===== src/rtl/core/kvp_pkg.sv =====
`default_nettype none

package kvp_pkg;

   localparam int unsigned NUM_W   = 63;
   localparam int unsigned NUM_CMD = 7;

   typedef enum logic [2:0] {
      CMD_PING   = 3'd0,
      CMD_GET    = 3'd1,
      CMD_DEL    = 3'd2,
      CMD_EXISTS = 3'd3,
      CMD_EXPIRE = 3'd4,
      CMD_TTL    = 3'd5,
      CMD_SET    = 3'd6
   } cmd_type;

   typedef enum logic [1:0] {
      ST_EMPTY = 2'd0,
      ST_OK    = 2'd1,
      ST_ERROR = 2'd2
   } status_type;

   typedef enum logic [2:0] {
      ERR_NONE    = 3'd0,
      ERR_ARGS    = 3'd1,
      ERR_EXPIRE  = 3'd2,
      ERR_SYNTAX  = 3'd3,
      ERR_UNKNOWN = 3'd4
   } err_type;

   localparam logic [NUM_CMD-1:0] CAND_ALL    = '1;
   localparam logic [NUM_CMD-1:0] CAND_EXPIRE = NUM_CMD'(1) << CMD_EXPIRE;
   localparam logic [NUM_CMD-1:0] CAND_SET    = NUM_CMD'(1) << CMD_SET;

   // keyword text, padded with zeros to a full position range
   localparam logic [7:0] KW_TEXT [0:NUM_CMD-1][0:7] = '{
      '{8'h50, 8'h49, 8'h4E, 8'h47, 8'h00, 8'h00, 8'h00, 8'h00},  // PING
      '{8'h47, 8'h45, 8'h54, 8'h00, 8'h00, 8'h00, 8'h00, 8'h00},  // GET
      '{8'h44, 8'h45, 8'h4C, 8'h00, 8'h00, 8'h00, 8'h00, 8'h00},  // DEL
      '{8'h45, 8'h58, 8'h49, 8'h53, 8'h54, 8'h53, 8'h00, 8'h00},  // EXISTS
      '{8'h45, 8'h58, 8'h50, 8'h49, 8'h52, 8'h45, 8'h00, 8'h00},  // EXPIRE
      '{8'h54, 8'h54, 8'h4C, 8'h00, 8'h00, 8'h00, 8'h00, 8'h00},  // TTL
      '{8'h53, 8'h45, 8'h54, 8'h00, 8'h00, 8'h00, 8'h00, 8'h00}   // SET
   };
   localparam logic [2:0] KW_LEN [0:NUM_CMD-1] =
      '{3'd4, 3'd3, 3'd3, 3'd6, 3'd6, 3'd3, 3'd3};

   localparam logic [7:0] QUAL_TEXT [0:1] = '{8'h45, 8'h58};  // EX
   localparam logic [2:0] QUAL_LEN = 3'd2;

   // control from the parser to the seconds accumulator
   typedef struct packed {
      logic       clear;
      logic       enable;
      logic [7:0] ch;
   } num_ctl_type;

   typedef struct packed {
      logic [7:0]       char_out;
      logic             in_word;
      logic [2:0]       word_index;
      logic             verdict_valid;
      status_type       status;
      cmd_type          command;
      err_type          error_kind;
      logic             has_ttl;
      logic [NUM_W-1:0] expire_secs;
   } rsp_beat_type;

   function automatic logic is_space(input logic [7:0] c);
      return ((c >= 8'h09) && (c <= 8'h0D)) || (c == 8'h20);
   endfunction

   function automatic logic [7:0] fold_upper(input logic [7:0] c);
      return ((c >= 8'h61) && (c <= 8'h7A)) ? (c - 8'h20) : c;
   endfunction

   function automatic logic [2:0] sat_inc(input logic [2:0] v);
      return (v == 3'd7) ? v : (v + 3'd1);
   endfunction

endpackage

`default_nettype wire


===== src/rtl/core/kvp_if.sv =====
`default_nettype none

interface kvp_req_if;
   logic       valid;
   logic       ready;
   logic [7:0] char_in;
   logic       end_mark;

   modport source (output valid, char_in, end_mark, input ready);
   modport sink   (input valid, char_in, end_mark, output ready);
endinterface

interface kvp_rsp_if;
   logic        valid;
   logic        ready;
   logic [7:0]  char_out;
   logic        in_word;
   logic [2:0]  word_index;
   logic        verdict_valid;
   logic [1:0]  status;
   logic [2:0]  command;
   logic [2:0]  error_kind;
   logic        has_ttl;
   logic [62:0] expire_secs;

   modport source (output valid, char_out, in_word, word_index, verdict_valid, status,
                   command, error_kind, has_ttl, expire_secs, input ready);
   modport sink   (input valid, char_out, in_word, word_index, verdict_valid, status,
                   command, error_kind, has_ttl, expire_secs, output ready);
endinterface

`default_nettype wire


===== src/rtl/core/kvp_number_acc.sv =====
`default_nettype none

// Decimal seconds accumulator: leading digits only, sticky overflow.
module kvp_number_acc
   import kvp_pkg::*;
(
   input  wire logic             clock,
   input  wire logic             reset,
   input  wire num_ctl_type      ctl,
   output logic                  num_ok,
   output logic [NUM_W-1:0]      value
);

   localparam logic [NUM_W+3:0] NUM_LIMIT = {4'b0, {NUM_W{1'b1}}};

   logic [NUM_W-1:0] value_ff, value_in;
   logic             seen_ff, seen_in;
   logic             stop_ff, stop_in;
   logic             bad_ff, bad_in;
   logic             is_digit;
   logic [3:0]       digit;
   logic [NUM_W+3:0] wide_value;
   logic [NUM_W+3:0] product;

   assign is_digit   = (ctl.ch >= 8'h30) && (ctl.ch <= 8'h39);
   assign digit      = ctl.ch[3:0];
   assign wide_value = {4'b0, value_ff};
   // value * 10 + digit, exact in 67 bits
   assign product    = (wide_value << 3) + (wide_value << 1) + {{NUM_W{1'b0}}, digit};

   always_comb begin
      value_in = value_ff;
      seen_in  = seen_ff;
      stop_in  = stop_ff;
      bad_in   = bad_ff;
      if (ctl.clear) begin
         value_in = '0;
         seen_in  = 1'b0;
         stop_in  = 1'b0;
         bad_in   = 1'b0;
      end else if (ctl.enable && !stop_ff) begin
         if (is_digit) begin
            if (!bad_ff) begin
               if (product > NUM_LIMIT) begin
                  bad_in = 1'b1;
               end else begin
                  value_in = product[NUM_W-1:0];
               end
            end
            seen_in = 1'b1;
         end else begin
            if (!seen_ff) begin
               bad_in = 1'b1;
            end
            stop_in = 1'b1;
         end
      end
   end

   always_ff @(posedge clock) begin
      if (reset) begin
         value_ff <= '0;
         seen_ff  <= 1'b0;
         stop_ff  <= 1'b0;
         bad_ff   <= 1'b0;
      end else begin
         value_ff <= value_in;
         seen_ff  <= seen_in;
         stop_ff  <= stop_in;
         bad_ff   <= bad_in;
      end
   end

   assign num_ok = seen_ff && !bad_ff && (value_ff != '0);
   assign value  = value_ff;

endmodule

`default_nettype wire


===== src/rtl/core/kv_command_line_parser.sv =====
// Streaming inline command-line checker. Send a line one byte per req beat and close it with
// a beat that has end_mark set. Every beat yields exactly one rsp beat, passing through the input
// stage and the result register: byte beats echo the byte with its token flag and token index,
// the end-of-line beat carries the verdict (status, command, error kind and any SET/EXPIRE TTL).
// Tokens split at 0x09..0x0D and 0x20; the command word is matched case-insensitively. One
// beat is taken every cycle while rsp is not stalled; the rate is set by the per-byte state
// update, whose deepest path is the x10 accumulate and overflow compare of the seconds token.
// Line state clears by itself after each end-of-line beat.
`default_nettype none

module kv_command_line_parser
   import kvp_pkg::*;
(
   input  wire logic  clock,
   input  wire logic  reset,
   kvp_req_if.sink    req_if,
   kvp_rsp_if.source  rsp_if
);

   // ---------------------------------------------------------------- input stage
   logic       s1_valid_ff;
   logic [7:0] s1_char_ff;
   logic       s1_end_ff;
   logic       advance;     // result register can take a new beat
   logic       s1_fire;     // staged beat is processed this cycle

   assign advance       = !rsp_if.valid || rsp_if.ready;
   assign s1_fire       = s1_valid_ff && advance;
   assign req_if.ready  = !s1_valid_ff || advance;

   always_ff @(posedge clock) begin
      if (reset) begin
         s1_valid_ff <= 1'b0;
      end else if (req_if.valid && req_if.ready) begin
         s1_valid_ff <= 1'b1;
      end else if (advance) begin
         s1_valid_ff <= 1'b0;
      end
   end

   always_ff @(posedge clock) begin
      if (req_if.valid && req_if.ready) begin
         s1_char_ff <= req_if.char_in;
         s1_end_ff  <= req_if.end_mark;
      end
   end

   // ---------------------------------------------------------------- line state
   logic [2:0]         count_ff, count_in;       // completed tokens, saturating
   logic               inside_ff, inside_in;
   logic [2:0]         pos_ff, pos_in;           // position in current token
   logic [NUM_CMD-1:0] cand_ff, cand_in;         // command words still matching
   logic               qual_ff, qual_in;         // fourth token still matches EX

   // token close: length checks on the command word and the qualifier
   logic [2:0]         fin_count;
   logic [NUM_CMD-1:0] fin_cand;
   logic               fin_qual;

   // token byte: character checks
   logic [7:0]         upper;
   logic [2:0]         pos_eff;
   logic [NUM_CMD-1:0] byte_cand;
   logic               byte_qual;
   logic               num_take;

   // state as seen at end of line, after any open token is closed
   logic [2:0]         eol_count;
   logic [NUM_CMD-1:0] eol_cand;
   logic               eol_qual;

   num_ctl_type        num_ctl;
   logic               num_ok;
   logic [NUM_W-1:0]   num_value;

   rsp_beat_type       beat;

   assign upper   = fold_upper(s1_char_ff);
   assign pos_eff = inside_ff ? pos_ff : 3'd0;

   always_comb begin
      fin_count = sat_inc(count_ff);
      fin_cand  = cand_ff;
      fin_qual  = qual_ff;
      if (count_ff == 3'd0) begin
         for (int k = 0; k < NUM_CMD; k++) begin
            if (KW_LEN[k] != pos_ff) begin
               fin_cand[k] = 1'b0;
            end
         end
      end else if ((count_ff == 3'd3) && (pos_ff != QUAL_LEN)) begin
         fin_qual = 1'b0;
      end
   end

   always_comb begin
      byte_cand = cand_ff;
      byte_qual = qual_ff;
      if (count_ff == 3'd0) begin
         for (int k = 0; k < NUM_CMD; k++) begin
            if ((pos_eff >= KW_LEN[k]) || (KW_TEXT[k][pos_eff] != upper)) begin
               byte_cand[k] = 1'b0;
            end
         end
      end else if (count_ff == 3'd3) begin
         if ((pos_eff >= QUAL_LEN) || (QUAL_TEXT[pos_eff[0]] != upper)) begin
            byte_qual = 1'b0;
         end
      end
   end

   // seconds token: third token of EXPIRE, fifth of SET
   assign num_take = ((count_ff == 3'd2) && (cand_ff == CAND_EXPIRE)) ||
                     ((count_ff == 3'd4) && (cand_ff == CAND_SET));

   assign eol_count = inside_ff ? fin_count : count_ff;
   assign eol_cand  = inside_ff ? fin_cand  : cand_ff;
   assign eol_qual  = inside_ff ? fin_qual  : qual_ff;

   always_comb begin
      count_in  = count_ff;
      inside_in = inside_ff;
      pos_in    = pos_ff;
      cand_in   = cand_ff;
      qual_in   = qual_ff;
      num_ctl   = '{clear: 1'b0, enable: 1'b0, ch: s1_char_ff};
      if (s1_fire) begin
         if (s1_end_ff) begin
            count_in      = '0;
            inside_in     = 1'b0;
            pos_in        = '0;
            cand_in       = CAND_ALL;
            qual_in       = 1'b1;
            num_ctl.clear = 1'b1;
         end else if (is_space(s1_char_ff)) begin
            if (inside_ff) begin
               count_in  = fin_count;
               cand_in   = fin_cand;
               qual_in   = fin_qual;
               inside_in = 1'b0;
            end
         end else begin
            inside_in      = 1'b1;
            cand_in        = byte_cand;
            qual_in        = byte_qual;
            pos_in         = sat_inc(pos_eff);
            num_ctl.enable = num_take;
         end
      end
   end

   always_ff @(posedge clock) begin
      if (reset) begin
         count_ff  <= '0;
         inside_ff <= 1'b0;
         pos_ff    <= '0;
         cand_ff   <= CAND_ALL;
         qual_ff   <= 1'b1;
      end else begin
         count_ff  <= count_in;
         inside_ff <= inside_in;
         pos_ff    <= pos_in;
         cand_ff   <= cand_in;
         qual_ff   <= qual_in;
      end
   end

   kvp_number_acc u_number (
      .clock  (clock),
      .reset  (reset),
      .ctl    (num_ctl),
      .num_ok (num_ok),
      .value  (num_value)
   );

   // ---------------------------------------------------------------- result beat
   always_comb begin
      cmd_type cmd;
      logic    found;
      err_type err;
      logic    ttl;
      cmd   = CMD_PING;
      found = 1'b0;
      err   = ERR_NONE;
      ttl   = 1'b0;
      beat  = '0;
      if (s1_end_ff) begin
         // lowest surviving candidate wins
         for (int k = NUM_CMD - 1; k >= 0; k--) begin
            if (eol_cand[k]) begin
               cmd   = cmd_type'(k[2:0]);
               found = 1'b1;
            end
         end
         if (!found) begin
            err = ERR_UNKNOWN;
            cmd = CMD_PING;
         end else begin
            unique case (cmd)
               CMD_PING: begin
                  if (eol_count != 3'd1) err = ERR_ARGS;
               end
               CMD_EXPIRE: begin
                  priority if (eol_count != 3'd3) err = ERR_ARGS;
                  else if (!num_ok)               err = ERR_EXPIRE;
                  else                            ttl = 1'b1;
               end
               CMD_SET: begin
                  priority if (eol_count < 3'd3) err = ERR_ARGS;
                  else if (eol_count == 3'd5) begin
                     priority if (!eol_qual) err = ERR_SYNTAX;
                     else if (!num_ok)       err = ERR_EXPIRE;
                     else                    ttl = 1'b1;
                  end else if (eol_count != 3'd3) err = ERR_SYNTAX;
               end
               default: begin
                  if (eol_count != 3'd2) err = ERR_ARGS;
               end
            endcase
         end
         beat.verdict_valid = 1'b1;
         if (eol_count != 3'd0) begin
            beat.status      = (err != ERR_NONE) ? ST_ERROR : ST_OK;
            beat.command     = cmd;
            beat.error_kind  = err;
            beat.has_ttl     = ttl;
            beat.expire_secs = ttl ? num_value : '0;
         end
      end else begin
         beat.char_out = s1_char_ff;
         if (is_space(s1_char_ff)) begin
            beat.in_word    = 1'b0;
            beat.word_index = inside_ff ? fin_count : count_ff;
         end else begin
            beat.in_word    = 1'b1;
            beat.word_index = count_ff;
         end
      end
   end

   logic         rsp_valid_ff;
   rsp_beat_type rsp_beat_ff;

   always_ff @(posedge clock) begin
      if (reset) begin
         rsp_valid_ff <= 1'b0;
      end else if (advance) begin
         rsp_valid_ff <= s1_valid_ff;
      end
   end

   always_ff @(posedge clock) begin
      if (s1_fire) begin
         rsp_beat_ff <= beat;
      end
   end

   assign rsp_if.valid         = rsp_valid_ff;
   assign rsp_if.char_out      = rsp_beat_ff.char_out;
   assign rsp_if.in_word       = rsp_beat_ff.in_word;
   assign rsp_if.word_index    = rsp_beat_ff.word_index;
   assign rsp_if.verdict_valid = rsp_beat_ff.verdict_valid;
   assign rsp_if.status        = rsp_beat_ff.status;
   assign rsp_if.command       = rsp_beat_ff.command;
   assign rsp_if.error_kind    = rsp_beat_ff.error_kind;
   assign rsp_if.has_ttl       = rsp_beat_ff.has_ttl;
   assign rsp_if.expire_secs   = rsp_beat_ff.expire_secs;

   // ---------------------------------------------------------------- checks
   // an end-of-line beat leaves the line state at its reset values
   assert property (@(posedge clock) disable iff (reset)
      (s1_fire && s1_end_ff) |=>
         (count_ff == 3'd0) && !inside_ff && (cand_ff == CAND_ALL) && qual_ff)
      else $error("line state not cleared after end of line");

   // a TTL is only reported on a clean SET or EXPIRE verdict
   assert property (@(posedge clock) disable iff (reset)
      (rsp_if.valid && rsp_if.has_ttl) |->
         rsp_if.verdict_valid && (rsp_if.status == ST_OK) &&
         ((rsp_if.command == CMD_SET) || (rsp_if.command == CMD_EXPIRE)) &&
         (rsp_if.expire_secs != '0))
      else $error("TTL reported outside a clean SET/EXPIRE verdict");

   // verdict beats carry no byte, and error kind agrees with status
   assert property (@(posedge clock) disable iff (reset)
      (rsp_if.valid && rsp_if.verdict_valid) |->
         !rsp_if.in_word && (rsp_if.char_out == 8'h00) &&
         ((rsp_if.status == ST_ERROR) == (rsp_if.error_kind != ERR_NONE)))
      else $error("inconsistent verdict beat");

   // a staged beat never sits while the result register is free
   assert property (@(posedge clock) disable iff (reset)
      (s1_valid_ff && !rsp_valid_ff) |=> rsp_valid_ff)
      else $error("staged beat did not move to the result register");

endmodule

`default_nettype wire


===== src/flat_wrapper.sv =====
// flat-port wrapper written by rule: the top's interface ports become plain ports
module kv_command_line_parser_flat import kvp_pkg::*;
  (clock, reset, req_if_valid, req_if_char_in, req_if_end_mark, req_if_ready, rsp_if_valid, rsp_if_char_out, rsp_if_in_word, rsp_if_word_index, rsp_if_verdict_valid, rsp_if_status, rsp_if_command, rsp_if_error_kind, rsp_if_has_ttl, rsp_if_expire_secs, rsp_if_ready);
  kvp_req_if req_if_i ();
  kvp_rsp_if rsp_if_i ();
  input  wire logic clock;
  input  wire logic reset;
  input wire logic [$bits(req_if_i.valid)-1:0] req_if_valid;
  input wire logic [$bits(req_if_i.char_in)-1:0] req_if_char_in;
  input wire logic [$bits(req_if_i.end_mark)-1:0] req_if_end_mark;
  output wire logic [$bits(req_if_i.ready)-1:0] req_if_ready;
  output wire logic [$bits(rsp_if_i.valid)-1:0] rsp_if_valid;
  output wire logic [$bits(rsp_if_i.char_out)-1:0] rsp_if_char_out;
  output wire logic [$bits(rsp_if_i.in_word)-1:0] rsp_if_in_word;
  output wire logic [$bits(rsp_if_i.word_index)-1:0] rsp_if_word_index;
  output wire logic [$bits(rsp_if_i.verdict_valid)-1:0] rsp_if_verdict_valid;
  output wire logic [$bits(rsp_if_i.status)-1:0] rsp_if_status;
  output wire logic [$bits(rsp_if_i.command)-1:0] rsp_if_command;
  output wire logic [$bits(rsp_if_i.error_kind)-1:0] rsp_if_error_kind;
  output wire logic [$bits(rsp_if_i.has_ttl)-1:0] rsp_if_has_ttl;
  output wire logic [$bits(rsp_if_i.expire_secs)-1:0] rsp_if_expire_secs;
  input wire logic [$bits(rsp_if_i.ready)-1:0] rsp_if_ready;
  assign req_if_i.valid = req_if_valid;
  assign req_if_i.char_in = req_if_char_in;
  assign req_if_i.end_mark = req_if_end_mark;
  assign req_if_ready = req_if_i.ready;
  assign rsp_if_valid = rsp_if_i.valid;
  assign rsp_if_char_out = rsp_if_i.char_out;
  assign rsp_if_in_word = rsp_if_i.in_word;
  assign rsp_if_word_index = rsp_if_i.word_index;
  assign rsp_if_verdict_valid = rsp_if_i.verdict_valid;
  assign rsp_if_status = rsp_if_i.status;
  assign rsp_if_command = rsp_if_i.command;
  assign rsp_if_error_kind = rsp_if_i.error_kind;
  assign rsp_if_has_ttl = rsp_if_i.has_ttl;
  assign rsp_if_expire_secs = rsp_if_i.expire_secs;
  assign rsp_if_i.ready = rsp_if_ready;
  kv_command_line_parser u_core (.clock(clock), .reset(reset), .req_if(req_if_i), .rsp_if(rsp_if_i));
endmodule

===== config.mk =====
export PLATFORM = sky130hd
export DESIGN_NAME = kv_command_line_parser_flat
export DESIGN_NICKNAME = d
export VERILOG_FILES = /design/src/rtl/core/kvp_pkg.sv /design/src/rtl/core/kvp_if.sv /design/src/rtl/core/kvp_number_acc.sv /design/src/rtl/core/kv_command_line_parser.sv /design/src/flat_wrapper.sv
export SDC_FILE = /design/constraint.sdc
export NUM_CORES = 1
export LEC_CHECK = 0
export BUFFER_PORTS_ARGS = -buffer_cell sky130_fd_sc_hd__buf_4
export CORE_MARGIN = 5
export CORE_UTILIZATION = 61
export CTS_CLUSTER_SIZE = 12
export DETAILED_ROUTE_END_ITERATION = 8
export PLACE_DENSITY = 0.84
export REMOVE_ABC_BUFFERS = 1
export SLEW_MARGIN = 40
export SYNTH_ARGS = -nofsm -noshare
export SYNTH_HDL_FRONTEND = slang
export SYNTH_SLANG_ARGS = --single-unit

===== constraint.sdc =====
create_clock -name clock -period 5.9 [get_ports clock]
set_clock_uncertainty 0.1 [all_clocks]
set_input_delay 0.885 -clock clock [delete_from_list [all_inputs] [get_ports clock]]
set_output_delay 0.885 -clock clock [all_outputs]
set_load 0.03 [all_outputs]

==> Word-level counts from Yosys, hierarchy flattened <==
Memory sizes are Yosys's and may differ from the RTL's.
Cells that the tools add are included.
{ "word_totals": {"in_bits": 13, "out_inout_bits": 87, "n_memories": 7, "ff_bits": 177, "ram_bits": 0, "romBits": 448, "wordCells": 256, "latchBits": 0} }
{ "op_classes": {"eq_ne": 29, "bitwise": 5, "mux": 106, "div_mod_pow": 0, "addsub": 5, "n_lt_le_gt_ge": 14, "multipliers": 0, "n_shift": 0, "reduce_logical": 62} }
{ "mem_list": {"columns": ["name", "depth", "word_bits", "read_ports", "rd_ports_with_merged_regs", "write_ports", "line", "source"], "rows": [
  ["(name not given)", 8, 8, 1, 0, 0, "kv_command_line_parser.sv:101", "if ((pos_eff >= KW_LEN[k]) || (KW_TEXT[k][pos_eff] != upper)) begin"],
  ["(name not given)", 8, 8, 1, 0, 0, "kv_command_line_parser.sv:101", null],
  ["(name not given)", 8, 8, 1, 0, 0, "kv_command_line_parser.sv:101", null],
  ["(name not given)", 8, 8, 1, 0, 0, "kv_command_line_parser.sv:101", null],
  ["(name not given)", 8, 8, 1, 0, 0, "kv_command_line_parser.sv:101", null],
  ["(name not given)", 8, 8, 1, 0, 0, "kv_command_line_parser.sv:101", null],
  ["1 more memories", null, null, null, null, null, null, null]
]} }
{ "op_table": {"columns": ["op", "n"], "rows": [
  ["8-bit two-way mux", 17],
  ["73-bit two-way mux", 1],
  ["72-bit two-way mux", 1],
  ["66-bit by 64-bit adder with 67-bit output", 1],
  ["67-bit by 4-bit adder with 67-bit output", 1],
  ["67-bit by 63-bit > comparator with 1-bit output, second input constant", 1],
  ["3-bit two-way mux", 22],
  ["8-bit != test", 8],
  ["63-bit two-way mux", 1],
  ["63-bit nonzero test", 1],
  ["1-bit two-way mux", 50],
  ["3-bit nonzero test", 12],
  ["7-bit two-way mux", 5],
  ["3-bit AND reduction", 9],
  ["3-bit == test, second input constant", 6],
  ["1-bit logical OR", 12],
  ["3-bit by 2-bit != test with 1-bit output, second input constant", 4],
  ["2-bit AND reduction", 6],
  ["1-bit logical AND", 11],
  ["2-bit two-way mux", 5],
  ["3-bit one-hot mux with 3 select lines", 1],
  ["8-bit by 6-bit == test with 1-bit output, second input constant", 1],
  ["8-bit by 4-bit greater-or-equal comparator with 1-bit output, second input constant", 1],
  ["8-bit by 6-bit greater-or-equal comparator with 1-bit output, second input constant", 1],
  ["29 further kinds", 43]
]} }

==> Longest topological paths before layout <==
Gate-level depths: netlist of run 1.
{ "logic_depth": {"word_depth": 20, "depth_mapped": 16, "ltp_nobuf": 14} }

==> Hierarchy <==
A second synthesis of run 1 with hierarchy kept.
{ "hier_totals": {"hier_cells": 1460, "area_unflattened_um2": 12981.2} }
{ "by_module_without_submodules": {"columns": ["module", "cells_each", "seq_area_each_um2", "n_inst", "area_each_um2"], "rows": [
  ["kvp_number_acc", 987, 1321.3, 1, 7542.2],
  ["kv_command_line_parser", 473, 3163.0, 1, 5439.0]
]} }

==> Least setup slack after synthesis of run 1 <==
OpenSTA, ideal clock, no wires.
{ "synth_timing": {"kind": "input to register", "startpoint": "in rsp_if_ready", "endpoint": "reg u_core.u_number.value_ff[19], in the netlist u_core.u_number.value[19]", "path_buffers": 2, "cell_stages": 8, "arrival_ns": 4.665, "setup_slack_ns": 1.064, "setup_time_ns": 0.071, "required_time_ns": 5.729, "cell_sequence": "nor2b_1 > nand2b_1 > clkbuf_1 > clkinv_1 > nand2_1 > nand2_2 > dlygate4sd3_1 > a21oi_1"} }
{ "synth_between": {"elab_chain_cells": 5, "elab_cells_between_ends": 6, "cone_classes": "mux (1); reduce/logical (5)"} }
{ "synth_rtl": {"columns": ["item", "line", "source"], "rows": [
  ["start: declaration", "flat_wrapper.sv:22", "input wire logic [$bits(rsp_if_i.ready)-1:0] rsp_if_ready;"],
  ["1-bit logical OR *", "kv_command_line_parser.sv:27", "assign advance = !rsp_if.valid || rsp_if.ready;"],
  ["1-bit logical AND *", "kv_command_line_parser.sv:28", "assign s1_fire = s1_valid_ff && advance;"],
  ["net u_core.s1_fire", "kv_command_line_parser.sv:25", "logic s1_fire;"],
  ["2-bit two-way mux *", "kv_command_line_parser.sv:127", "if (s1_fire) begin"],
  ["1-bit logical AND", "kvp_number_acc.sv:41", "end else if (ctl.enable && !stop_ff) begin"],
  ["4-bit AND reduction (no line)", null, null],
  ["end signal: assignment", "kvp_number_acc.sv:67", "value_ff <= value_in;"],
  ["end: declaration", "kvp_number_acc.sv:16", "logic [NUM_W-1:0] value_ff, value_in;"]
]} }
Mark *: on every way through the listed nets, which the timed path passes. The rest lies on a longest branch.
A chain may end at the register's enable or synchronous reset.

==> Final worst setup path of run 1 <==
{ "layout_timing": {"startpoint": "reg u_core.s1_char_ff[3]", "endpoint": "reg u_core.u_number.value_ff[24], in the netlist u_core.u_number.value[24]"} }
{ "layout_between": {"elab_chain_cells": 8, "elab_cells_between_ends": 16, "cone_classes": "add/sub (1); order compare (5); eq/ne (1); mux (3); bitwise (1); reduce/logical (5)"} }
{ "layout_rtl": {"columns": ["item", "line", "source"], "rows": [
  ["start: declaration", "kv_command_line_parser.sv:22", "logic [7:0] s1_char_ff;"],
  ["start signal: assignment", "kv_command_line_parser.sv:43", "s1_char_ff <= req_if.char_in;"],
  ["branches (longest 8 deep; another with 67-bit by 4-bit adder with 67-bit output)", null, null]
]} }
Several ways; the timed one is not identified.

==> flow_results.org, run 1 <==
** Run status
- Status :: complete, no violations

** Timing
- The clock period could shrink to 5.41 ns.
- Worst-margin pin slew :: between 0.8 and 0.9 ns
- The number of endpoints with negative hold slack in the final report was 0.
- After layout, the worst path uses around nine tenths of the clock period.
- Adding up every negative setup slack in the final design gives 0 ns.
- Setup violations remaining at the end of the flow were counted as 0.
- The number of max-slew violations in the final report is 0.
- Max-slew headroom at the worst pin :: roughly two fifths
- Setup repair after global routing left no endpoint under its margin.
- Worst path setup slack after routing :: a little under 0.5 ns
- For this run, the top clock speed supported by timing is between 150 and 200 MHz.

** Worst setup path
- On the worst path, the slowest cell contributes a delay of between 0.6 and 0.7 ns.
- Required time of the critical path :: ~6.1 ns
- In this run the worst path has a maximum fanout of between 40 and 50.
- Worst path arrival time :: 5.65 ns
- In this design, the critical path's most frequently occurring cell is sky130_fd_sc_hd__a21oi_1.
- Worst Reg2Reg Path Length in Cells :: 14
- Crit-path cells :: inv_1, fa_1, fa_1, nand2b_1, a21oi_1, o2111ai_1, a311oi_1, o21ai_0, and4_2, a21oi_1, o2111a_2, buf_4, a21oi_1, a311oi_2
- Sort of element at the start of the critical path :: flop
- Crit Path Category :: reg -> reg
- The slowest stage of the critical path is the sky130_fd_sc_hd__edfxtp_1 cell.
- STA classifies the critical path endpoint as a flop.

** Power and ir drop
- Internal :: roughly 2.0 mW
- For this design the total switching power over the nets is just under 0.7 mW.
- Comb power frac :: approximately 7.7%
- The worst-case IR drop observed on VDD is 0.207 mV.
- For this design the static power due to leakage is ~5.9 nW.
- In this run switching power makes up between 20% and 30% of total power.
- Sequential cells burn roughly half of the power.
- The clock network burns 42.0% of the power.
- Dividing total power by cell area gives a power density of ~190 nW/um^2.

** Clock network
- The clock reaches the later pin of the worst-skew pair after between 0.4 and 0.5 ns.
- Clk pin slew, worst setup/hold paths :: about 0.07 ns
- Total of hold buffers inserted after clock tree synthesis :: 0
- In this run the clock root is driven by a sky130_fd_sc_hd__clkbuf_16.
- Number of setup buffers added after CTS :: 0
- Number of clock buffers inserted by TritonCTS :: 17
- CTS built an H-tree with a depth of 4.
- Clock tree buffer depth :: 2
- The clock net in this run drives a total of approximately 180 sinks.
- Post-cts sizing count :: 0
- TritonCTS built the clock tree.

** Place
- Final GP Congestion :: 0.990
- Before CTS, the worst setup slack after placement is about 0.7 ns.
- Cell Count Post-Placement :: between 1500 and 2000
- I/O Buffers :: 99
- The HPWL after detailed placement is around 26000 um.

** Drt
- The pre-antenna-repair detailed-routing pass consisted of 6 iterations.
- DRT Wirelength :: approximately 35000 um
- Routed wire per std cell :: between 15 and 20 um
- After detailed routing, the number of remaining DRC violations is 0.
- Antenna Violating Nets Remaining :: 0
- After detailed routing, the number of vias per cell comes to between 6 and 7.
- Count of vias placed by the detailed router :: 11691
- In this run, the number of DRC markers left after iteration 0 of detailed routing was 1225.

** Floorplanning
- Core region area :: roughly 21000 um^2
- Y dimension of the die :: about 160 um
- From left edge to right edge, the die measures about 160 um.
- The initialized floorplan defines 53 standard-cell rows.
- The die covers around 24000 um^2.
- Count of boundary I/O pins :: 100
- The initial utilization of the core area, before any placement, comes to around three fifths.

** Synth
- Dominant combinational cell family by area after synthesis :: compound AO/OA/AOI/OAI gates
- For this run, the leading register cell type out of synthesis is sky130_fd_sc_hd__edfxtp_1.
- Summing the areas of all compound-gate instances in the mapped netlist gives between 20 and 25% of the synthesized area.
- Simple-gate portion of the synthesized area :: 19.9%
- The Yosys step of the flow raised 0 warnings.
- Synthesis produced a netlist whose cell count is around 1500.
- Yosys mapped a number of flops with a built-in enable equal to 94.
- After synthesis, flip-flops and latches occupy between 30% and 40% of the total area.
- Total standard cell area after synthesis :: 12900 um^2
- After Yosys synthesis, full adders, half adders and majority gates account for 13.4% of the synthesized area.
- After synthesis, the share of flip-flops with an asynchronous set or reset is 0%.
- Parity-gate share of the synthesized area counting xor and xnor cells :: around 4.8%
- Yosys mapped the design onto slightly below 100 distinct sky130hd cell types.
- Synthesis inferred 177 register bits.
- Multiplexer cells account for less than 1% of the synthesized area.
- A synthesized cell averages between 8 and 9 um^2.

** Layout
- Net count, final :: approximately 1700
- Commonest cells after routing, fill and taps aside :: sky130_fd_sc_hd__a21oi_1, sky130_fd_sc_hd__ha_1, sky130_fd_sc_hd__nand2_1, sky130_fd_sc_hd__buf_4, sky130_fd_sc_hd__o21ai_0
- Leaving out fill and tap cells, the most frequent cell in the layout is sky130_fd_sc_hd__a21oi_1.
- Count of antenna diodes in the layout :: 0
- Relative to the synthesized area, the layout overhead comes to 9.97%.
- Once layout is complete, the cells apart from fillers number 1804.
- In the final layout, the share of cells above drive strength 1 is between 10% and 20%.

** GRT
- Entering global routing, the biggest net connects 64 pins.
- Total GRT Usage :: between 20% and 30%
- After global routing the overflow that remains totals 0.
- The via count of the first global-routing pass was ~11000.
- First-pass GRT wire length :: about 56000 um
- The number of antenna violations at the first check in global routing is 1.

** Job
- Max-cap violation count :: 0

** Worst hold path
- WHS Path Cells :: 2
- The min-delay analysis places its worst path in the category reg -> reg.
==> registers in the layout (all words and copies together) (netlist names), 2 cells and up <==
register                   flops
u_core.cand_ff                 7
u_core.count_ff                3
u_core.pos_ff                  3
u_core.rsp_if.char_out         8
u_core.rsp_if.command          3
u_core.rsp_if.error_kind       3
u_core.rsp_if.expire_secs     63
u_core.rsp_if.status           2
u_core.rsp_if.word_index       3
u_core.s1_char_ff              8
u_core.u_number.value         63
==> worst paths after layout <==
| kind | from | end | slack (ns) |
|---|---|---|---|
| max | u_core.s1_char_ff[3] | u_core.u_number.value[24] | 0.49 |
| min | u_core.u_number.bad_ff | u_core.u_number.bad_ff | 0.39 |
| max reg2reg | u_core.s1_char_ff[3] | u_core.u_number.value[24] | 0.49 |
| min reg2reg | u_core.u_number.bad_ff | u_core.u_number.bad_ff | 0.39 |
==> logic make-up (layout without fill, tap and decap cells) <==
family                   after synthesis  in the layout
multiplexers                           6              6
XOR/XNOR                              71             71
AND/OR/NAND/NOR                      495            495
buffers and inverters                131            186
adder cells (fa/ha/maj)              137            137
AO/OA/AOI/OAI                        457            457
flip-flops                           177            177
==> per-stage QoR <==
stage / hold slack [ns] / cell area (um^2) / total power [mW] / util, %
2_1_floorplan: 0.328 / 12400 / 1.51 / -
3_3_place_gp: 0.359 / 13600 / 1.59 / 64.9
3_5_place_dp: 0.373 / 13600 / 1.59 / 65.0
4_1_cts: 0.382 / 14200 / 2.70 / 67.8
5_1_grt: 0.405 / 14200 / 2.77 / 67.8
6_report: 0.389 / 14200 / 2.69 / 67.8
==> critical path, delay by kind of cell, from the launching register on <==
kind	cells	cell delay [ns]
compound gates	8	2.38
fa+ha+maj	2	0.99
buf+inv	2	0.70
flops	1	0.64
simple gates	2	0.48
==> layer usage <==
metal	GRT usage [%]	wire, um	vias up
li1	-	-	5534
met1	38.4	14800	5515
met2	44.2	16100	563
met3	5.03	3200	77
met4	11.1	1030	2
met5	0	13	-
==> area by class of cell <==
type / instances / area [um^2]
Sequential cell: 177 / 4480
Clock inverter: 13 / 126
Clock buffer: 19 / 453
Timing Repair Buffer: 114 / 856
Multi-Input combinational cell: 1166 / 7790
Tap cell: 275 / 344
Fill cell: 1672 / 6750
Inverter: 40 / 151
==> cells in the mapped netlist (5+ instances only) <==
cell type | instances | share of area, %
sky130_fd_sc_hd__a211oi_1 | 5 | 0.29
sky130_fd_sc_hd__a21o_1 | 18 | 1.0
sky130_fd_sc_hd__a21oi_1 | 181 | 7.0
sky130_fd_sc_hd__a311oi_2 | 5 | 0.58
sky130_fd_sc_hd__a31oi_1 | 19 | 0.92
sky130_fd_sc_hd__and2_1 | 67 | 3.2
sky130_fd_sc_hd__buf_2 | 14 | 0.54
sky130_fd_sc_hd__buf_6 | 12 | 1.0
sky130_fd_sc_hd__clkbuf_1 | 47 | 1.4
sky130_fd_sc_hd__clkbuf_2 | 8 | 0.31
sky130_fd_sc_hd__dfxtp_1 | 83 | 13
sky130_fd_sc_hd__edfxtp_1 | 94 | 22
sky130_fd_sc_hd__ha_1 | 135 | 13
sky130_fd_sc_hd__inv_1 | 39 | 1.1
sky130_fd_sc_hd__mux2i_1 | 5 | 0.39
sky130_fd_sc_hd__nand2_1 | 124 | 3.6
sky130_fd_sc_hd__nand2b_1 | 11 | 0.53
sky130_fd_sc_hd__nand3_1 | 67 | 2.6
sky130_fd_sc_hd__nand4_1 | 22 | 1.1
sky130_fd_sc_hd__nor2_1 | 79 | 2.3
sky130_fd_sc_hd__nor2b_1 | 16 | 0.77
sky130_fd_sc_hd__nor3_1 | 33 | 1.3
sky130_fd_sc_hd__nor4_1 | 27 | 1.3
sky130_fd_sc_hd__o211ai_1 | 13 | 0.76
sky130_fd_sc_hd__o21a_1 | 9 | 0.52
sky130_fd_sc_hd__o21ai_0 | 107 | 4.1
sky130_fd_sc_hd__o21ai_1 | 30 | 1.2
sky130_fd_sc_hd__o21bai_1 | 6 | 0.35
sky130_fd_sc_hd__o221ai_1 | 5 | 0.34
sky130_fd_sc_hd__or3_1 | 8 | 0.39
sky130_fd_sc_hd__or4_1 | 5 | 0.29
sky130_fd_sc_hd__xnor2_1 | 44 | 3.0
sky130_fd_sc_hd__xor2_1 | 27 | 1.8
==> power groups by stage <==
stage | Clock (mW) | Sequential [mW] | Combinational [mW]
after global routing | 1.19 | 1.36 | 0.221
final | 1.13 | 1.36 | 0.207
after detailed placement | 0 | 1.38 | 0.207
after floorplan | 0 | 1.44 | 0.0660
after global placement | 0 | 1.38 | 0.203
after CTS | 1.14 | 1.36 | 0.208
(Power assumes the default switching activity.)
==> run 2, diff against run 1 <==
--- a/config.mk
+++ b/config.mk
@@ -5,12 +5,13 @@
 export SDC_FILE = /design/constraint.sdc
 export NUM_CORES = 1
 export LEC_CHECK = 0
+export ABC_AREA = 1
 export BUFFER_PORTS_ARGS = -buffer_cell sky130_fd_sc_hd__buf_4
 export CORE_MARGIN = 5
 export CORE_UTILIZATION = 61
 export CTS_CLUSTER_SIZE = 12
 export DETAILED_ROUTE_END_ITERATION = 8
-export PLACE_DENSITY = 0.84
+export PLACE_DENSITY = 0.83
 export REMOVE_ABC_BUFFERS = 1
 export SLEW_MARGIN = 40
 export SYNTH_ARGS = -nofsm -noshare
==> flow_results.org, run 2 <==
** Clock network
- The tree is rooted in a sky130_fd_sc_hd__clkbuf_16.
- Count of H-tree levels built during CTS :: 4
- TritonCTS clock tree :: done
- Num Clock Sinks :: about 180
- Number of clock buffers inserted by TritonCTS :: 17
- Clock tree buffer depth :: 2
- Post-CTS repair changed the size of 0 cells.
- Clock latency on the worst-skew pair :: approximately 0.45 ns
- Total of hold buffers inserted after clock tree synthesis :: 0
- After clock tree synthesis, the clock-pin slew on the worst setup and hold paths is ~0.08 ns.
- The number of setup buffers added after CTS is 0.

** Drt
- DRT Wirelength :: ~43000 um
- In the final routed layout, each cell accounts on average for ~17 um.
- The first routing iteration left between 1000 and 1500 violations.
- In this run the remaining antenna-violating nets after routing total 0.
- After detailed routing, the number of remaining DRC violations is 0.
- Count of vias placed by the detailed router :: 14268
- Drt pass-1 iters :: 6
- Dividing the detail-routed via count by the number of cells gives between 5 and 6.

** Floorplanning
- From left edge to right edge, the die measures around 160 um.
- The region available for standard cell placement spans 23300 um^2.
- Starting utilization of the core area :: around three fifths
- Row generation in the floorplan step produced 56 rows.
- Count of boundary I/O pins :: 100
- Area of the die :: 26600 um^2
- Y dimension of the die :: ~160 um

** Worst setup path
- Crit. End Element :: flop
- Worst-path fanout max :: 64
- Cell type of the slowest stage on the worst timing path :: sky130_fd_sc_hd__buf_4
- Worst path arrival time :: 4.55 ns
- Crit Path Category :: reg -> reg
- Required time of the critical path :: between 6 and 7 ns
- Delay-heaviest family, CP :: simple AND/OR/NAND/NOR gates
- Traced cell by cell, the critical path runs through inv_1, fa_1, fa_1, nor2_1, nand2_1, nand3_1, nand2_1, nand2_1, nand2_1, nand2_1, nand2_1, nand3_1, nand2_1, nor2_4, buf_4, nand4_1, nand2_1, nor2_1.
- Sort of element at the start of the critical path :: flop
- In this design, the stage delay of the slowest critical-path cell is 0.57 ns.
- Counting both buffers and inverters, the worst setup path holds a total of 2.
- Most frequent cell on the critical path :: sky130_fd_sc_hd__nand2_1

** Synth
- Prevailing post-synth register cell :: sky130_fd_sc_hd__edfxtp_1
- sky130_fd_sc_hd__nand2_1 is the most common cell in the netlist.
- For this run, the number of Yosys warnings is 0.
- Leading cell types by total area after synthesis :: sky130_fd_sc_hd__edfxtp_1, sky130_fd_sc_hd__nand2_1, sky130_fd_sc_hd__ha_1, sky130_fd_sc_hd__dfxtp_1, sky130_fd_sc_hd__inv_1
- In this run, synthesis produced a sequential element count of 177.
- Summed over all instances, the cell type with the most area after synthesis is sky130_fd_sc_hd__edfxtp_1.
- Of the post-synthesis cell area, the dominant cell type holds roughly a fifth.
- Number of distinct library cells after synthesis :: 39
- Most numerous cell types in the synthesized netlist :: sky130_fd_sc_hd__nand2_1, sky130_fd_sc_hd__inv_1, sky130_fd_sc_hd__nor2_1
- Number of enable flip-flop cells after synthesis :: 94
- After synthesis, the share of flip-flops with an asynchronous set or reset is 0%.
- Total standard cell area after synthesis :: 14300 um^2
- Sequential cell area fraction in the yosys report :: a little under a third
- In the synthesized netlist, the number of instances is ~2200.
- Synthesized area divided by synthesized cell count :: approximately 6.5 um^2

** Run status
- The run finished with clean final reports.

** Timing
- Final hold violation count :: 0
- After routing, the total negative slack on setup checks comes to 0 ns.
- Based on the critical path, the design can be clocked at up to 233 MHz.
- The worst pin sits at a relative slew slack of 47.2%.
- Endpoints failing setup :: 0
- Tcrit/Tclk final :: between 70% and 80%
- The number of max-slew violations in the final report was 0.
- Worst-margin pin slew :: 0.788 ns
- Setup repair after global routing left no endpoint under its margin.
- The smallest clock period supported by the final layout is computed as roughly 4.3 ns.

** Layout
- Measured on the finished design, the core utilization comes to about two thirds.
- The finished cells cover between 15000 and 20000 um^2.
- Count of antenna diodes in the layout :: 0
- Area Overhead vs Synth :: 11.1%
- Share of cells above drive strength 1 :: 7.25%
- In the layout the commonest cells are sky130_fd_sc_hd__nand2_1, sky130_fd_sc_hd__inv_1, sky130_fd_sc_hd__nor2_1, sky130_fd_sc_hd__ha_1, sky130_fd_sc_hd__buf_4.
- The library cell used most frequently in the layout, excluding fill and tap cells, is sky130_fd_sc_hd__nand2_1.
- After the last flow step, the layout net total stands at between 2000 and 2500.

** GRT
- The first global-routing pass estimated approximately 70000 um of wire.
- Vias in the first global route :: ~13000
- Global routing used between 30% and 40% of the available tracks.
- The number of antenna violations at the first check in global routing is 0.
- Leftover overflow at the end of global routing :: 0
- Entering global routing, the biggest net connects 65 pins.

** Power and ir drop
- Switching power share of the total :: between 20 and 30%
- Switching power of the nets :: just under 0.8 mW
- The design draws 2.73 mW.
- Internal :: around 2 mW
- Sequential cell fraction of total power :: ~50%
- Comb power frac :: ~8.0%
- Leak Pwr :: between 8 and 9 nW
- IR analysis of the VDD net gives a maximum drop of between 0.15 and 0.2 mV.
- Clock group share of total power :: 42.5%
- Power Density :: 172 nW/um^2

** Job
- Max-cap violation count :: 0

** Place
- Final GP Congestion :: between 0.9 and 1
- Cell area after placement :: between 15000 and 20000 um^2
- After legalization and detailed placement, the total HPWL measured around 34000 um.
- Port buffering added a little under 100 buffers.

** Worst hold path
- The min-delay analysis places its worst path in the category reg -> reg.
## run 2: cell types whose count changed in the layout (fill, tap and decap cells not counted), sizes merged, moves of 55 or more
cell	delta
a21oi	-88
and2	-66
nand4	+55
nand2	+563
o21ai	-96
nor2	+240
inv	+343
## run 2: kinds of logic (layout without fill, tap and decap cells)
family                   after synthesis  count (layout)  share of synthesized area, %
AND/OR/NAND/NOR                     1218            1218                          35.2
buffers and inverters                429             520                          11.5
flip-flops                           177             177                          31.3
AO/OA/AOI/OAI                        169             169                          6.52
adder cells (fa/ha/maj)              137             137                          12.1
XOR/XNOR                              55              55                          3.37
## run 2: metal layers
metal / GRT usage (%) / vias up / wire length (um)
met2: 54.3 / 613 / 19900
met1: 44.1 / 6477 / 19000
met3: 4.54 / 111 / 3050
met4: 11.1 / 0 / 1450
li1: - / 7067 / -
met5: 0 / - / 0
## run 2: area by class of cell
cell class	count	area [um^2]
fillers	2103	7360
clock buffers	17	425
well taps	319	399
flip-flops and latches	177	4480
multi-input cells	1579	8200
inverters	383	1440
clock inverters	15	165
repair buffers	105	788
## run 2: final timing paths
check,from,end,slack [ns],cells past startpoint
worst max register to register,u_core.s1_char_ff[3],u_core.u_number.value[9],1.60,18
worst max-delay path,u_core.s1_char_ff[3],u_core.u_number.value[9],1.60,18
worst min-delay path,u_core.u_number.seen_ff,u_core.u_number.seen_ff,0.37,2
worst min register to register,u_core.u_number.seen_ff,u_core.u_number.seen_ff,0.37,2
## run 2: power groups by stage
stage / Clock (mW) / Sequential, mW / Combinational (mW)
4_1_cts: 1.17 / 1.35 / 0.219
6_report: 1.16 / 1.35 / 0.219
3_5_place_dp: 0 / 1.38 / 0.218
2_1_floorplan: 0 / 1.42 / 0.0973
5_1_grt: 1.23 / 1.36 / 0.241
3_3_place_gp: 0 / 1.38 / 0.213
## run 2: through the flow
stage / hold slack [ns] / setup slack, ns / std cells
2_1_floorplan: 0.340 / -0.347 / 2139
3_3_place_gp: 0.353 / 1.75 / 2563
3_5_place_dp: 0.357 / 1.67 / 2563
4_1_cts: 0.373 / 1.65 / 2595
5_1_grt: 0.399 / 1.32 / 2595
6_report: 0.375 / 1.60 / 2595
## run 2: worst register-to-register path: cells and delay by family, from the launching register on
family | cells | cell delay (ns)
adder cells (fa/ha/maj) | 2 | 1.03
buffers and inverters | 2 | 0.90
flip-flops | 1 | 0.48
AND/OR/NAND/NOR | 14 | 1.69
